`src/rtl/ysplit_pkg.sv`:
```
// Shared types and constants of the 4:4:4 to dual 4:2:0 splitter.
// No dependencies.
`timescale 1ns / 1ps

package ysplit_pkg;

  localparam int CFG_W        = 13;
  localparam int CFG_INDEX_W  = 2;
  localparam int SAMPLE_W     = 8;
  localparam int COORD_W      = 12;
  localparam int JOB_DEPTH    = 2;
  localparam int RES_DEPTH    = 2;

  localparam int DEF_MAX_WIDTH    = 4096;
  localparam int DEF_MAX_HEIGHT   = 4096;
  localparam int DEF_FRAME_WIDTH  = 1920;
  localparam int DEF_FRAME_HEIGHT = 1080;

  localparam logic [CFG_INDEX_W-1:0] REG_FRAME_WIDTH  = 2'd0;
  localparam logic [CFG_INDEX_W-1:0] REG_FRAME_HEIGHT = 2'd1;

  localparam logic       VIEW_MAIN = 1'b0;
  localparam logic       VIEW_AUX  = 1'b1;
  localparam logic [1:0] PLANE_Y   = 2'd0;
  localparam logic [1:0] PLANE_U   = 2'd1;
  localparam logic [1:0] PLANE_V   = 2'd2;

  // Which write group a pixel feeds besides its main luma write.
  typedef enum logic [1:0] {
    KIND_MAIN_CHROMA,
    KIND_AUX_LUMA,
    KIND_AUX_CHROMA
  } kind_t;

  typedef struct packed {
    logic [SAMPLE_W-1:0] luma;
    logic [SAMPLE_W-1:0] cb;
    logic [SAMPLE_W-1:0] cr;
  } pix_t;

  typedef struct packed {
    logic                view;
    logic [1:0]          plane;
    logic [COORD_W-1:0]  col;
    logic [COORD_W-1:0]  row;
    logic [SAMPLE_W-1:0] value;
    logic                last;
  } res_t;

endpackage

```
`src/rtl/ysplit_fifo.sv`:
```
// Small register FIFO used for the job queue and the result queue.
// Depends on nothing.
`timescale 1ns / 1ps

module ysplit_fifo #(
  parameter int WIDTH = 8,
  parameter int DEPTH = 2
) (
  input  logic             clk,
  input  logic             rst_n,
  input  logic             push,
  input  logic [WIDTH-1:0] din,
  output logic             full,
  input  logic             pop,
  output logic [WIDTH-1:0] dout,
  output logic             empty
);

  localparam int PW = (DEPTH > 1) ? $clog2(DEPTH) : 1;
  localparam int CW = $clog2(DEPTH + 1);

  logic [WIDTH-1:0] mem_r [DEPTH];
  logic [PW-1:0]    wr_ptr_r, rd_ptr_r;
  logic [CW-1:0]    count_r;
  logic             do_push, do_pop;

  assign full    = (count_r == CW'(DEPTH));
  assign empty   = (count_r == '0);
  assign do_push = push && !full;
  assign do_pop  = pop && !empty;
  assign dout    = mem_r[rd_ptr_r];

  always_ff @(posedge clk) begin
    if (!rst_n) begin
      wr_ptr_r <= '0;
      rd_ptr_r <= '0;
      count_r  <= '0;
    end else begin
      if (do_push) begin
        wr_ptr_r <= (wr_ptr_r == PW'(DEPTH - 1)) ? '0 : wr_ptr_r + 1'b1;
      end
      if (do_pop) begin
        rd_ptr_r <= (rd_ptr_r == PW'(DEPTH - 1)) ? '0 : rd_ptr_r + 1'b1;
      end
      if (do_push && !do_pop) begin
        count_r <= count_r + 1'b1;
      end else if (do_pop && !do_push) begin
        count_r <= count_r - 1'b1;
      end
    end
  end

  always_ff @(posedge clk) begin
    if (do_push) begin
      mem_r[wr_ptr_r] <= din;
    end
  end

endmodule

```
`src/rtl/ysplit_front.sv`:
```
// Front end: tracks column and row of incoming pixels and classifies them.
// Depends on ysplit_pkg.
`timescale 1ns / 1ps

module ysplit_front
  import ysplit_pkg::*;
#(
  parameter int MAX_WIDTH  = DEF_MAX_WIDTH,
  parameter int MAX_HEIGHT = DEF_MAX_HEIGHT,
  localparam int XW = $clog2(MAX_WIDTH),
  localparam int YW = $clog2(MAX_HEIGHT),
  localparam int WW = $clog2(MAX_WIDTH + 1),
  localparam int HW = $clog2(MAX_HEIGHT + 1)
) (
  input  logic          clk,
  input  logic          rst_n,
  input  logic          push,
  input  logic          job_full,
  input  logic          frame_start,
  input  pix_t          pix,
  input  logic [WW-1:0] eff_w,
  input  logic [HW-1:0] eff_h,
  output logic          job_push,
  output logic [XW-1:0] job_x,
  output logic [YW-1:0] job_y,
  output kind_t         job_kind,
  output pix_t          job_pix
);

  logic [XW-1:0] col_r, col_nxt;
  logic [YW-1:0] row_r, row_nxt;
  logic [WW-1:0] c0, cn;
  logic [HW-1:0] r0, r1, rn;
  logic [XW-1:0] x;
  logic [YW-1:0] y;

  always_comb begin
    c0 = frame_start ? '0 : WW'(col_r);
    r0 = frame_start ? '0 : HW'(row_r);
    r1 = r0;
    // counter left past a shrunken line: move to start of next row
    if (c0 >= eff_w) begin
      c0 = '0;
      r1 = r0 + 1'b1;
    end
    if (r1 >= eff_h) begin
      r1 = '0;
    end
    x = XW'(c0);
    y = YW'(r1);

    cn = WW'(x) + 1'b1;
    rn = HW'(y) + 1'b1;
    if (cn >= eff_w) begin
      col_nxt = '0;
      row_nxt = (rn >= eff_h) ? '0 : YW'(rn);
    end else begin
      col_nxt = XW'(cn);
      row_nxt = y;
    end
  end

  assign job_push = push && !job_full;
  assign job_x    = x;
  assign job_y    = y;
  assign job_pix  = pix;

  always_comb begin
    if (x[0]) begin
      job_kind = KIND_AUX_LUMA;
    end else if (!y[0]) begin
      job_kind = KIND_MAIN_CHROMA;
    end else begin
      job_kind = KIND_AUX_CHROMA;
    end
  end

  always_ff @(posedge clk) begin
    if (!rst_n) begin
      col_r <= '0;
      row_r <= '0;
    end else if (job_push) begin
      col_r <= col_nxt;
      row_r <= row_nxt;
    end
  end

endmodule

```
`src/rtl/ysplit_back.sv`:
```
// Back end: turns one queued pixel job into one to three plane writes.
// Depends on ysplit_pkg.
`timescale 1ns / 1ps

module ysplit_back
  import ysplit_pkg::*;
#(
  parameter int MAX_WIDTH  = DEF_MAX_WIDTH,
  parameter int MAX_HEIGHT = DEF_MAX_HEIGHT,
  localparam int XW = $clog2(MAX_WIDTH),
  localparam int YW = $clog2(MAX_HEIGHT),
  localparam int WW = $clog2(MAX_WIDTH + 1),
  localparam int HW = $clog2(MAX_HEIGHT + 1)
) (
  input  logic          clk,
  input  logic          rst_n,
  input  logic          job_valid,
  input  logic [XW-1:0] job_x,
  input  logic [YW-1:0] job_y,
  input  kind_t         job_kind,
  input  pix_t          job_pix,
  input  logic [WW-1:0] eff_w,
  input  logic [HW-1:0] eff_h,
  output logic          job_pop,
  input  logic          res_full,
  output logic          res_push,
  output res_t          res
);

  logic [1:0]    step_r, step_nxt;
  logic [1:0]    num_res;
  logic [WW-1:0] half_w, quarter_w, xh, q;
  logic [HW-1:0] half_h, yh;
  logic          main_ok, aux_ok, aux_second_ok, last;
  logic [1:0]    aux_plane;

  assign half_w    = eff_w >> 1;
  assign quarter_w = eff_w >> 2;
  assign half_h    = eff_h >> 1;
  assign xh        = WW'(job_x >> 1);
  assign q         = WW'(job_x >> 2);
  assign yh        = HW'(job_y >> 1);

  assign main_ok       = (xh < half_w) && (yh < half_h);
  assign aux_ok        = (q < quarter_w) && (yh < half_h);
  assign aux_second_ok = (quarter_w + q) < half_w;
  // columns 4k feed aux U, columns 4k+2 feed aux V
  assign aux_plane     = job_x[1] ? PLANE_V : PLANE_U;

  always_comb begin
    case (job_kind)
      KIND_MAIN_CHROMA: num_res = main_ok ? 2'd3 : 2'd1;
      KIND_AUX_LUMA:    num_res = 2'd3;
      KIND_AUX_CHROMA:  num_res = aux_ok ? (aux_second_ok ? 2'd3 : 2'd2) : 2'd1;
      default:          num_res = 2'd1;
    endcase
  end

  assign last = (step_r == num_res - 2'd1);

  always_comb begin
    res.last = last;
    case (step_r)
      2'd1: begin
        res.value = job_pix.cb;
        case (job_kind)
          KIND_MAIN_CHROMA: begin
            res.view = VIEW_MAIN;
            res.plane = PLANE_U;
            res.col = COORD_W'(xh);
            res.row = COORD_W'(yh);
          end
          KIND_AUX_LUMA: begin
            res.view = VIEW_AUX;
            res.plane = PLANE_Y;
            res.col = COORD_W'(xh);
            res.row = COORD_W'(job_y);
          end
          default: begin
            res.view = VIEW_AUX;
            res.plane = aux_plane;
            res.col = COORD_W'(q);
            res.row = COORD_W'(yh);
          end
        endcase
      end
      2'd2: begin
        res.value = job_pix.cr;
        case (job_kind)
          KIND_MAIN_CHROMA: begin
            res.view = VIEW_MAIN;
            res.plane = PLANE_V;
            res.col = COORD_W'(xh);
            res.row = COORD_W'(yh);
          end
          KIND_AUX_LUMA: begin
            res.view = VIEW_AUX;
            res.plane = PLANE_Y;
            res.col = COORD_W'(half_w + xh);
            res.row = COORD_W'(job_y);
          end
          default: begin
            res.view = VIEW_AUX;
            res.plane = aux_plane;
            res.col = COORD_W'(quarter_w + q);
            res.row = COORD_W'(yh);
          end
        endcase
      end
      default: begin
        res.value = job_pix.luma;
        res.view = VIEW_MAIN;
        res.plane = PLANE_Y;
        res.col = COORD_W'(job_x);
        res.row = COORD_W'(job_y);
      end
    endcase
  end

  assign res_push = job_valid && !res_full;
  assign job_pop  = res_push && last;
  assign step_nxt = job_pop ? 2'd0 : step_r + 2'd1;

  always_ff @(posedge clk) begin
    if (!rst_n) begin
      step_r <= 2'd0;
    end else if (res_push) begin
      step_r <= step_nxt;
    end
  end

endmodule

```
`src/rtl/yuv444_to_dual_yuv420_splitter.sv`:
```
// Channel | ports                         | word
// --------+-------------------------------+-----------------------------------------
// input   | in_push / in_full             | frame_start, Y, U, V of one 4:4:4 pixel
// result  | out_pop / out_empty           | view, plane, column, row, sample, last
// config  | cfg_valid / cfg_ready         | register index and data, always ready
//
// A pixel yields 1 to 3 words (3 for most pixels), one per cycle from the back-end
// emitter while the result queue has room; the emitter sets the rate.
// Input takes a word every cycle while the two-deep job queue has room.
// A two-deep result queue keeps the emitter running while out_pop is low, until it fills.
// Synchronous reset clears counters and queues and restores 1920 x 1080.
// Depends on ysplit_pkg, ysplit_fifo, ysplit_front, ysplit_back.
`timescale 1ns / 1ps

module yuv444_to_dual_yuv420_splitter
  import ysplit_pkg::*;
#(
  parameter int MAX_WIDTH  = DEF_MAX_WIDTH,
  parameter int MAX_HEIGHT = DEF_MAX_HEIGHT
) (
  input  logic                   clk,
  input  logic                   rst_n,
  input  logic                   in_push,
  output logic                   in_full,
  input  logic                   in_frame_start,
  input  logic [SAMPLE_W-1:0]    in_luma_in,
  input  logic [SAMPLE_W-1:0]    in_cb_in,
  input  logic [SAMPLE_W-1:0]    in_cr_in,
  output logic                   out_empty,
  input  logic                   out_pop,
  output logic                   out_view,
  output logic [1:0]             out_plane,
  output logic [COORD_W-1:0]     out_dest_column,
  output logic [COORD_W-1:0]     out_dest_row,
  output logic [SAMPLE_W-1:0]    out_sample_value,
  output logic                   out_last_of_pixel,
  input  logic                   cfg_valid,
  output logic                   cfg_ready,
  input  logic [CFG_INDEX_W-1:0] cfg_index,
  input  logic [CFG_W-1:0]       cfg_data
);

  localparam int XW = $clog2(MAX_WIDTH);
  localparam int YW = $clog2(MAX_HEIGHT);
  localparam int WW = $clog2(MAX_WIDTH + 1);
  localparam int HW = $clog2(MAX_HEIGHT + 1);
  localparam int RST_W = (DEF_FRAME_WIDTH > MAX_WIDTH) ? MAX_WIDTH : DEF_FRAME_WIDTH;
  localparam int RST_H = (DEF_FRAME_HEIGHT > MAX_HEIGHT) ? MAX_HEIGHT : DEF_FRAME_HEIGHT;

  typedef struct packed {
    logic [XW-1:0] x;
    logic [YW-1:0] y;
    kind_t         kind;
    pix_t          pix;
  } job_t;

  // registers hold the clamped size: 0 reads as 1, oversize as the maximum
  logic [WW-1:0] eff_w_r;
  logic [HW-1:0] eff_h_r;
  logic          cfg_wr;

  job_t  job_in, job_out;
  pix_t  in_pix;
  logic  job_push, job_full, job_empty, job_pop;
  logic  res_push, res_full;
  res_t  res_in, res_out;
  kind_t front_kind;

  assign cfg_ready = 1'b1;
  assign cfg_wr    = cfg_valid && cfg_ready;

  always_ff @(posedge clk) begin
    if (!rst_n) begin
      eff_w_r <= WW'(RST_W);
      eff_h_r <= HW'(RST_H);
    end else if (cfg_wr) begin
      case (cfg_index)
        REG_FRAME_WIDTH: begin
          if (cfg_data == '0) begin
            eff_w_r <= WW'(1);
          end else if ({1'b0, cfg_data} > (CFG_W + 1)'(MAX_WIDTH)) begin
            eff_w_r <= WW'(MAX_WIDTH);
          end else begin
            eff_w_r <= WW'(cfg_data);
          end
        end
        REG_FRAME_HEIGHT: begin
          if (cfg_data == '0) begin
            eff_h_r <= HW'(1);
          end else if ({1'b0, cfg_data} > (CFG_W + 1)'(MAX_HEIGHT)) begin
            eff_h_r <= HW'(MAX_HEIGHT);
          end else begin
            eff_h_r <= HW'(cfg_data);
          end
        end
        default: ;
      endcase
    end
  end

  assign in_pix = '{luma: in_luma_in, cb: in_cb_in, cr: in_cr_in};

  ysplit_front #(
    .MAX_WIDTH  (MAX_WIDTH),
    .MAX_HEIGHT (MAX_HEIGHT)
  ) u_front (
    .clk         (clk),
    .rst_n       (rst_n),
    .push        (in_push),
    .job_full    (job_full),
    .frame_start (in_frame_start),
    .pix         (in_pix),
    .eff_w       (eff_w_r),
    .eff_h       (eff_h_r),
    .job_push    (job_push),
    .job_x       (job_in.x),
    .job_y       (job_in.y),
    .job_kind    (front_kind),
    .job_pix     (job_in.pix)
  );

  assign job_in.kind = front_kind;
  assign in_full     = job_full;

  ysplit_fifo #(
    .WIDTH ($bits(job_t)),
    .DEPTH (JOB_DEPTH)
  ) u_job_q (
    .clk   (clk),
    .rst_n (rst_n),
    .push  (job_push),
    .din   (job_in),
    .full  (job_full),
    .pop   (job_pop),
    .dout  (job_out),
    .empty (job_empty)
  );

  ysplit_back #(
    .MAX_WIDTH  (MAX_WIDTH),
    .MAX_HEIGHT (MAX_HEIGHT)
  ) u_back (
    .clk       (clk),
    .rst_n     (rst_n),
    .job_valid (!job_empty),
    .job_x     (job_out.x),
    .job_y     (job_out.y),
    .job_kind  (job_out.kind),
    .job_pix   (job_out.pix),
    .eff_w     (eff_w_r),
    .eff_h     (eff_h_r),
    .job_pop   (job_pop),
    .res_full  (res_full),
    .res_push  (res_push),
    .res       (res_in)
  );

  ysplit_fifo #(
    .WIDTH ($bits(res_t)),
    .DEPTH (RES_DEPTH)
  ) u_res_q (
    .clk   (clk),
    .rst_n (rst_n),
    .push  (res_push),
    .din   (res_in),
    .full  (res_full),
    .pop   (out_pop),
    .dout  (res_out),
    .empty (out_empty)
  );

  assign out_view          = res_out.view;
  assign out_plane         = res_out.plane;
  assign out_dest_column   = res_out.col;
  assign out_dest_row      = res_out.row;
  assign out_sample_value  = res_out.value;
  assign out_last_of_pixel = res_out.last;

endmodule

```
`config.mk`:
```
export PLATFORM = sky130hd
export DESIGN_NAME = yuv444_to_dual_yuv420_splitter
export DESIGN_NICKNAME = d
export VERILOG_FILES = /design/src/rtl/ysplit_pkg.sv /design/src/rtl/ysplit_fifo.sv /design/src/rtl/ysplit_front.sv /design/src/rtl/ysplit_back.sv /design/src/rtl/yuv444_to_dual_yuv420_splitter.sv
export SDC_FILE = /design/constraint.sdc
export NUM_CORES = 1
export LEC_CHECK = 0
export ABC_AREA = 1
export BUFFER_PORTS_ARGS = -buffer_cell sky130_fd_sc_hd__buf_2
export CAP_MARGIN = 20
export CORE_ASPECT_RATIO = 0.6
export CORE_UTILIZATION = 50
export CTS_BUF_LIST = sky130_fd_sc_hd__clkbuf_4 sky130_fd_sc_hd__clkbuf_8
export DETAILED_ROUTE_END_ITERATION = 7
export PLACE_DENSITY_LB_ADDON = 0.2
export SLEW_MARGIN = 20
export SYNTH_ARGS = -nofsm -noshare
export SYNTH_HDL_FRONTEND = slang
export SYNTH_SLANG_ARGS = --single-unit
```
`constraint.sdc`:
```
create_clock -name clk -period 12.22 [get_ports clk]
set_input_delay 0.611 -clock clk [delete_from_list [all_inputs] [get_ports clk]]
set_output_delay 0.611 -clock clk [all_outputs]
set_load 0.01 [all_outputs]
```
* Word-level counts from Yosys, hierarchy flattened
Memory sizes are Yosys's and may differ from the RTL's. A register that Yosys moved wholly into a read port is not among the register bits.
Index checks and enable logic that the tools add are counted.
** Storage, ports and cells
- Flip-flop bits (word level) :: 60
- Bits in writable memories :: 172
- Input bits :: 45
- Output and inout port bits :: 39
- Logic and storage cells :: 112
- Memories :: 2
** Memory list
- u_job_q.mem_r :: words 2, width 50, rd ports 1, clocked after Yosys merged registers in 1, write ports 1, line ysplit_fifo.sv:22 : logic [WIDTH-1:0] mem_r [DEPTH];
- u_res_q.mem_r :: words 2, width 36, rd ports 1, clocked after Yosys merged registers in 1, write ports 1, line ysplit_fifo.sv:22
** Cells by class
- Add/sub/neg operators :: 15
- Order comparisons :: 9
- Equality and inequality tests :: 8
- Muxes and demuxes :: 37
- Reductions and logical operators :: 30
** Operators with widths (count)
- 27-bit case mux with 2 select lines :: 2
- 12-bit 2-to-1 mux :: 7
- 35-bit case mux with 2 select lines :: 1
- 13-bit greater-or-equal comparator :: 4
- 13-bit 2-to-1 mux :: 3
- 12-bit by 1-bit adder with 13-bit output, second input constant :: 2
- 11-bit by 12-bit < comparator with 1-bit output :: 2
- 2-bit 2-to-1 mux :: 10
- 13-bit by 1-bit adder with 13-bit output, second input constant :: 1
- 13-bit greater-than comparator, second input constant :: 1
- 1-bit logical AND :: 13
- 13-bit logical NOT :: 1
- 13-bit by 12-bit < comparator with 1-bit output :: 1
- 1-bit 2-to-1 mux :: 13
- 11-bit by 10-bit adder with 12-bit output :: 1
- 12-bit by 11-bit adder with 12-bit output :: 1
- 10-bit by 11-bit < comparator with 1-bit output :: 1
- 2-bit == test, second input constant :: 4
- 1-bit logical NOT :: 8
- 2-bit logical NOT :: 4
- 2-bit by 1-bit adder with 2-bit output, second input constant :: 3
- 2-bit by 1-bit == test with 1-bit output, second input constant :: 3
- 2-bit case mux with 3 select lines :: 1
- 2-bit by 1-bit subtractor with 2-bit output, second input constant :: 3
- other kinds (4) :: 9

* Longest topological paths before layout
- Depth after elaboration :: 12
- Depth in mapped cells :: 44
- Mapped depth without buffers :: 41

* By module
A second synthesis with hierarchy kept.
** Unflattened totals
- Cells, all modules :: 1684
- Area total of the unflattened synthesis :: 15177.1 um^2
** By module, submodules not included
- ysplit_front :: instances 1, cells an instance 711, area each 4289.1 um^2, seq. area each 480.5 um^2
- ysplit_fifo at u_job_q :: instances 1, cells an instance 194, area each 4110.2 um^2, seq. area each 3103.0 um^2
- ysplit_fifo at u_res_q :: instances 1, cells an instance 150, area each 2996.6 um^2, seq. area each 2262.2 um^2
- ysplit_back :: instances 1, cells an instance 499, area each 2758.9 um^2, seq. area each 40.0 um^2
- yuv444_to_dual_yuv420_splitter :: instances 1, cells an instance 130, area each 1022.2 um^2, seq. area each 520.5 um^2

* Least setup slack after synthesis
Ideal clock, no wire load.
- Kind :: in2reg
- Start :: in in_frame_start
- End :: reg u_front.row_r[1]
- Setup time :: 0.057 ns
- Arrival time :: 6.106 ns
- Data required time :: 12.163 ns
- Path slack :: 6.057 ns
- Stages :: 39
- Path buffers :: 4
- Path through :: buf_2 buf_2 clkbuf_1 nor2_1 ha_1 nand2_1 nor3_2 inv_1 nor2_1 nand2_2 nand2_4 buf_4 nand4_1 nor4_1 ha_1 nand2_1 inv_1 nand2_1 (+3 left out) nor2_2 inv_2 nor2_2 ha_1 nand3_1 nor2_2 nand3_1 and2_1 ha_1 a21oi_1 o21ai_0 a21oi_1 nand3_1 nor3_1 nand2_1 o211ai_1 nand2_1 inv_1
** RTL lines
- start, declared :: line yuv444_to_dual_yuv420_splitter.sv:25 : input logic in_frame_start,
- end signal, assigned :: line ysplit_front.sv:84 : row_r <= row_nxt;
- end, declared :: line ysplit_front.sv:31 : logic [YW-1:0] row_r, row_nxt;

==> impl_metrics.tcl <==
set metrics [dict create \
    slew_violations 0 \
    synth_cell_type_count 47 \
    ys_warn_count 0 \
    grt_first_pass_wirelength_um 57000 \
    critical_path_arrival_ns 7.49 \
    antenna_cells 0 \
    start_kind "input pin" \
    worst_slew_pin_slew_ns 1.05 \
    fmax_mhz 143 \
    slowest_delay_ns 0.54 \
    cell_internal_pwr_uw 1750 \
    fin_util 0.568 \
    antenna_found_initial 0 \
    dr.first_iter.drc_count 1455 \
    cap_violations 0 \
    nNetsFinal 1780 \
    path_common_cell "nand2_1" \
    place_hpwl_um 27900 \
    final_cell_area_um2 15100 \
    clkSinkCount 232 \
    power_density_nw_per_um2 184 \
    synth_edf_count 170 \
    crit_path_end_kind "flop" \
    holdWs_ns 0.236 \
    p_leak_uw 0.00633 \
    grt_use_total 0.270 \
    hp-start "in_luma_in[6]" \
    core_region_area_um2 26500 \
    synth-seq-area-share 0.467 \
    critical_path.startpoint "in_frame_start" \
    r2r_start "eff_w_r[8]$_SDFFE_PN1P_" \
    postSynthAreaPerCell_um2 8.77 \
    setup_tns_ns 0 \
    outcome "completed" \
    ios 84 \
    root_buffer "clkbuf_8" \
    layout_min_cycle_time_ns 6.99 \
    clkPwrFrac 0.239 \
    synth.ff_latch_count 232 \
    fp.dieW_um 215 \
    multi_input_area_um2 6350 \
    die_y_um 130 \
    worst_ep_required_time_ns 12.73 \
    gp_congestion 0.978 \
    via_count 11241 \
    numCtsBuffers 36 \
    wl_per_cell_um 18.7 \
    cp_slowest_cell "nor3_1" \
    cts_resized 0 \
    post_dp_cell_area_um2 14300 \
    p_sw_uw 1030 \
    vias_per_cell 5.58 \
    fin_crit_sh 0.572 \
    path_clk_slew_ns 0.08 \
    ir_drop_v 0.000113 \
    dr.pass1.iters 6 \
    dieArea_um2 27900 \
    grt_pass1_vias 9817 \
    syn-cell-area_um2 13600 \
    clk_latency_ns 0.56 \
    cts_buffer_depth 3 \
    finalSetupViolCount 0 \
    rsz0062_at_grt "no" \
    placementRows 46 \
    finalHoldViolations 0 \
    power_switching_share 0.370 \
    grt_max_degree 51 \
    hp-class "in -> reg" \
    wl_um 37700 \
    postRouteAntennaNets 0 \
    post_cts_buffers 0 \
    cts.htree.levels 2 \
    setup.worst_path.class "in -> reg" \
    drive_gt1_frac 0.149 \
    cts_tree "built" \
    p_comb_frac 0.357 \
    seqPwrFrac 0.404 \
    start_util 0.512 \
    ys.flop_type "edfxtp_1" \
    finalClockSkew_ns 0.0315 \
    io_buffers 82 \
    grt_overflow_total 0 \
    async_reset_ff_frac 0 \
    register_area_um2 6350 \
    slew_headroom 0.297 \
    synth_nets 1702 \
    nFillCells 2419 \
    worstPathMaxFanout 26 \
    syn_inst 1549 \
    layout-area-overhead-vs-synth_pct 10.8 \
    postCtsHoldBufs 0 \
    route.detailed.drc 0 \
]
cell families (layout without fill, tap and decap cells):
family | count (synthesis) | in the layout | share of synthesized area
compound gates | 325 | 325 | 0.132
xor+xnor | 22 | 22 | 0.0142
fa+ha+maj | 108 | 108 | 0.101
buf+inv | 241 | 347 | 0.0687
flops | 232 | 232 | 0.467
mux | 36 | 36 | 0.0298
other cells | 1 | 1 | 0.000276
simple gates | 584 | 584 | 0.187
worst paths after layout:
check	slack (ns)	endpoint	cells past startpoint
worst max register to register	5.36	u_front.row_r[1]$_SDFFE_PN0P_	33
worst min register to register	0.47	u_front.col_r[7]$_SDFFE_PN0P_	2
worst max-delay path	5.23	u_front.row_r[1]$_SDFFE_PN0P_	40
worst min-delay path	0.24	u_job_q.mem_r[1][22]$_DFFE_PP_	1
sequential cells by signal, indices dropped and copies added (netlist names), named ones only:
signal	count
u_back.step_r	2
u_res_q.rd_ptr_r	1
u_job_q.mem_r	98
u_front.row_r	12
eff_h_r	13
u_job_q.wr_ptr_r	1
u_res_q.wr_ptr_r	1
u_res_q.count_r	2
u_job_q.count_r	2
u_job_q.rd_ptr_r	1
u_res_q.mem_r	72
eff_w_r	13
u_front.col_r	12
per-stage QoR:
stage	setup WS [ns]	instances	total power (uW)
final	5.23	2015	2770
after global routing	4.51	2015	2930
after CTS	5.38	2015	2770
after detailed placement	4.81	1949	2110
after global placement	5.01	1949	2090
after floorplan	6.06	1549	1780
cell usage after synthesis (all sizes together), types with 3 or more instances:
master / n / area [um2]
a21oi: 129 / 657
mux2: 36 / 405
o221ai: 3 / 26.3
edfxtp: 170 / 5100
or2: 19 / 119
o211ai: 21 / 158
a22oi: 6 / 45.0
dfxtp: 62 / 1240
a31oi: 13 / 81.3
nand3: 66 / 330
nand3b: 4 / 30.0
nand4: 19 / 119
xnor2: 6 / 52.6
o21bai: 4 / 30.0
and2: 6 / 37.5
xor2: 16 / 140
nor2: 151 / 599
inv: 188 / 706
buf: 11 / 70.1
a211oi: 5 / 37.5
nand2: 289 / 1100
ha: 106 / 1330
clkbuf: 41 / 154
o22ai: 9 / 56.3
o21ai: 128 / 648
nor4: 5 / 31.3
o2111ai: 4 / 35.0
nor3: 24 / 168
worst max-delay path, delay by kind of cell:
kind	cells	cell delay [ns]
buffers and inverters	8	1.21
and+or+nand+nor	22	3.48
adders and majority gates	4	1.12
AOI/OAI and AO/OA	6	1.05
power by group through the flow:
stage / logic, uW / clock network [uW] / registers, uW
detailed placement: 968 / 0 / 1140
floorplan: 657 / 0 / 1120
CTS: 974 / 674 / 1120
finish: 989 / 662 / 1120
global route: 1080 / 707 / 1140
global placement: 957 / 0 / 1130
layout by cell type, fill, tap and decap left out, types with 4 or more instances in the layout:
cell         n
ha_1       106
and2_1       6
o21bai_1     4
buf_2       82
nor2_2      13
nand3_1     66
or2_2       19
o22ai_1      9
nor3_2       5
a22oi_1      6
clkinv_1     4
mux2_2      36
dfxtp_1     62
o211ai_1    21
a31oi_1     13
clkbuf_4    17
edfxtp_1   170
o21ai_0    124
nor2_1     134
buf_4       10
o2111ai_1    4
a211oi_1     5
a21oi_1    128
nor3_1      17
clkbuf_8    39
inv_2        4
nand2_1    284
xnor2_1      6
nand2_2      4
inv_1      184
nand3b_1     4
nor2_4       4
xor2_1      16
nand4_1     19
nor4_1       5
layer usage:
metal / up-vias / wire (um) / global-route usage
met5: - / 0 / 0
met4: 0 / 549 / 0.0626
met2: 536 / 13800 / 0.339
met3: 41 / 4470 / 0.0786
li1: 5470 / - / -
met1: 5194 / 18900 / 0.437
final cells by class:
class	count	share of cell area
flip-flops and latches	232	0.421
multi-input cells	1076	0.421
inverters	189	0.0471
clock buffers	56	0.0441
repair buffers	92	0.0322
well taps	360	0.0299
clock inverters	10	0.00424
No activity file was read; power rests on OpenSTA's default activity.
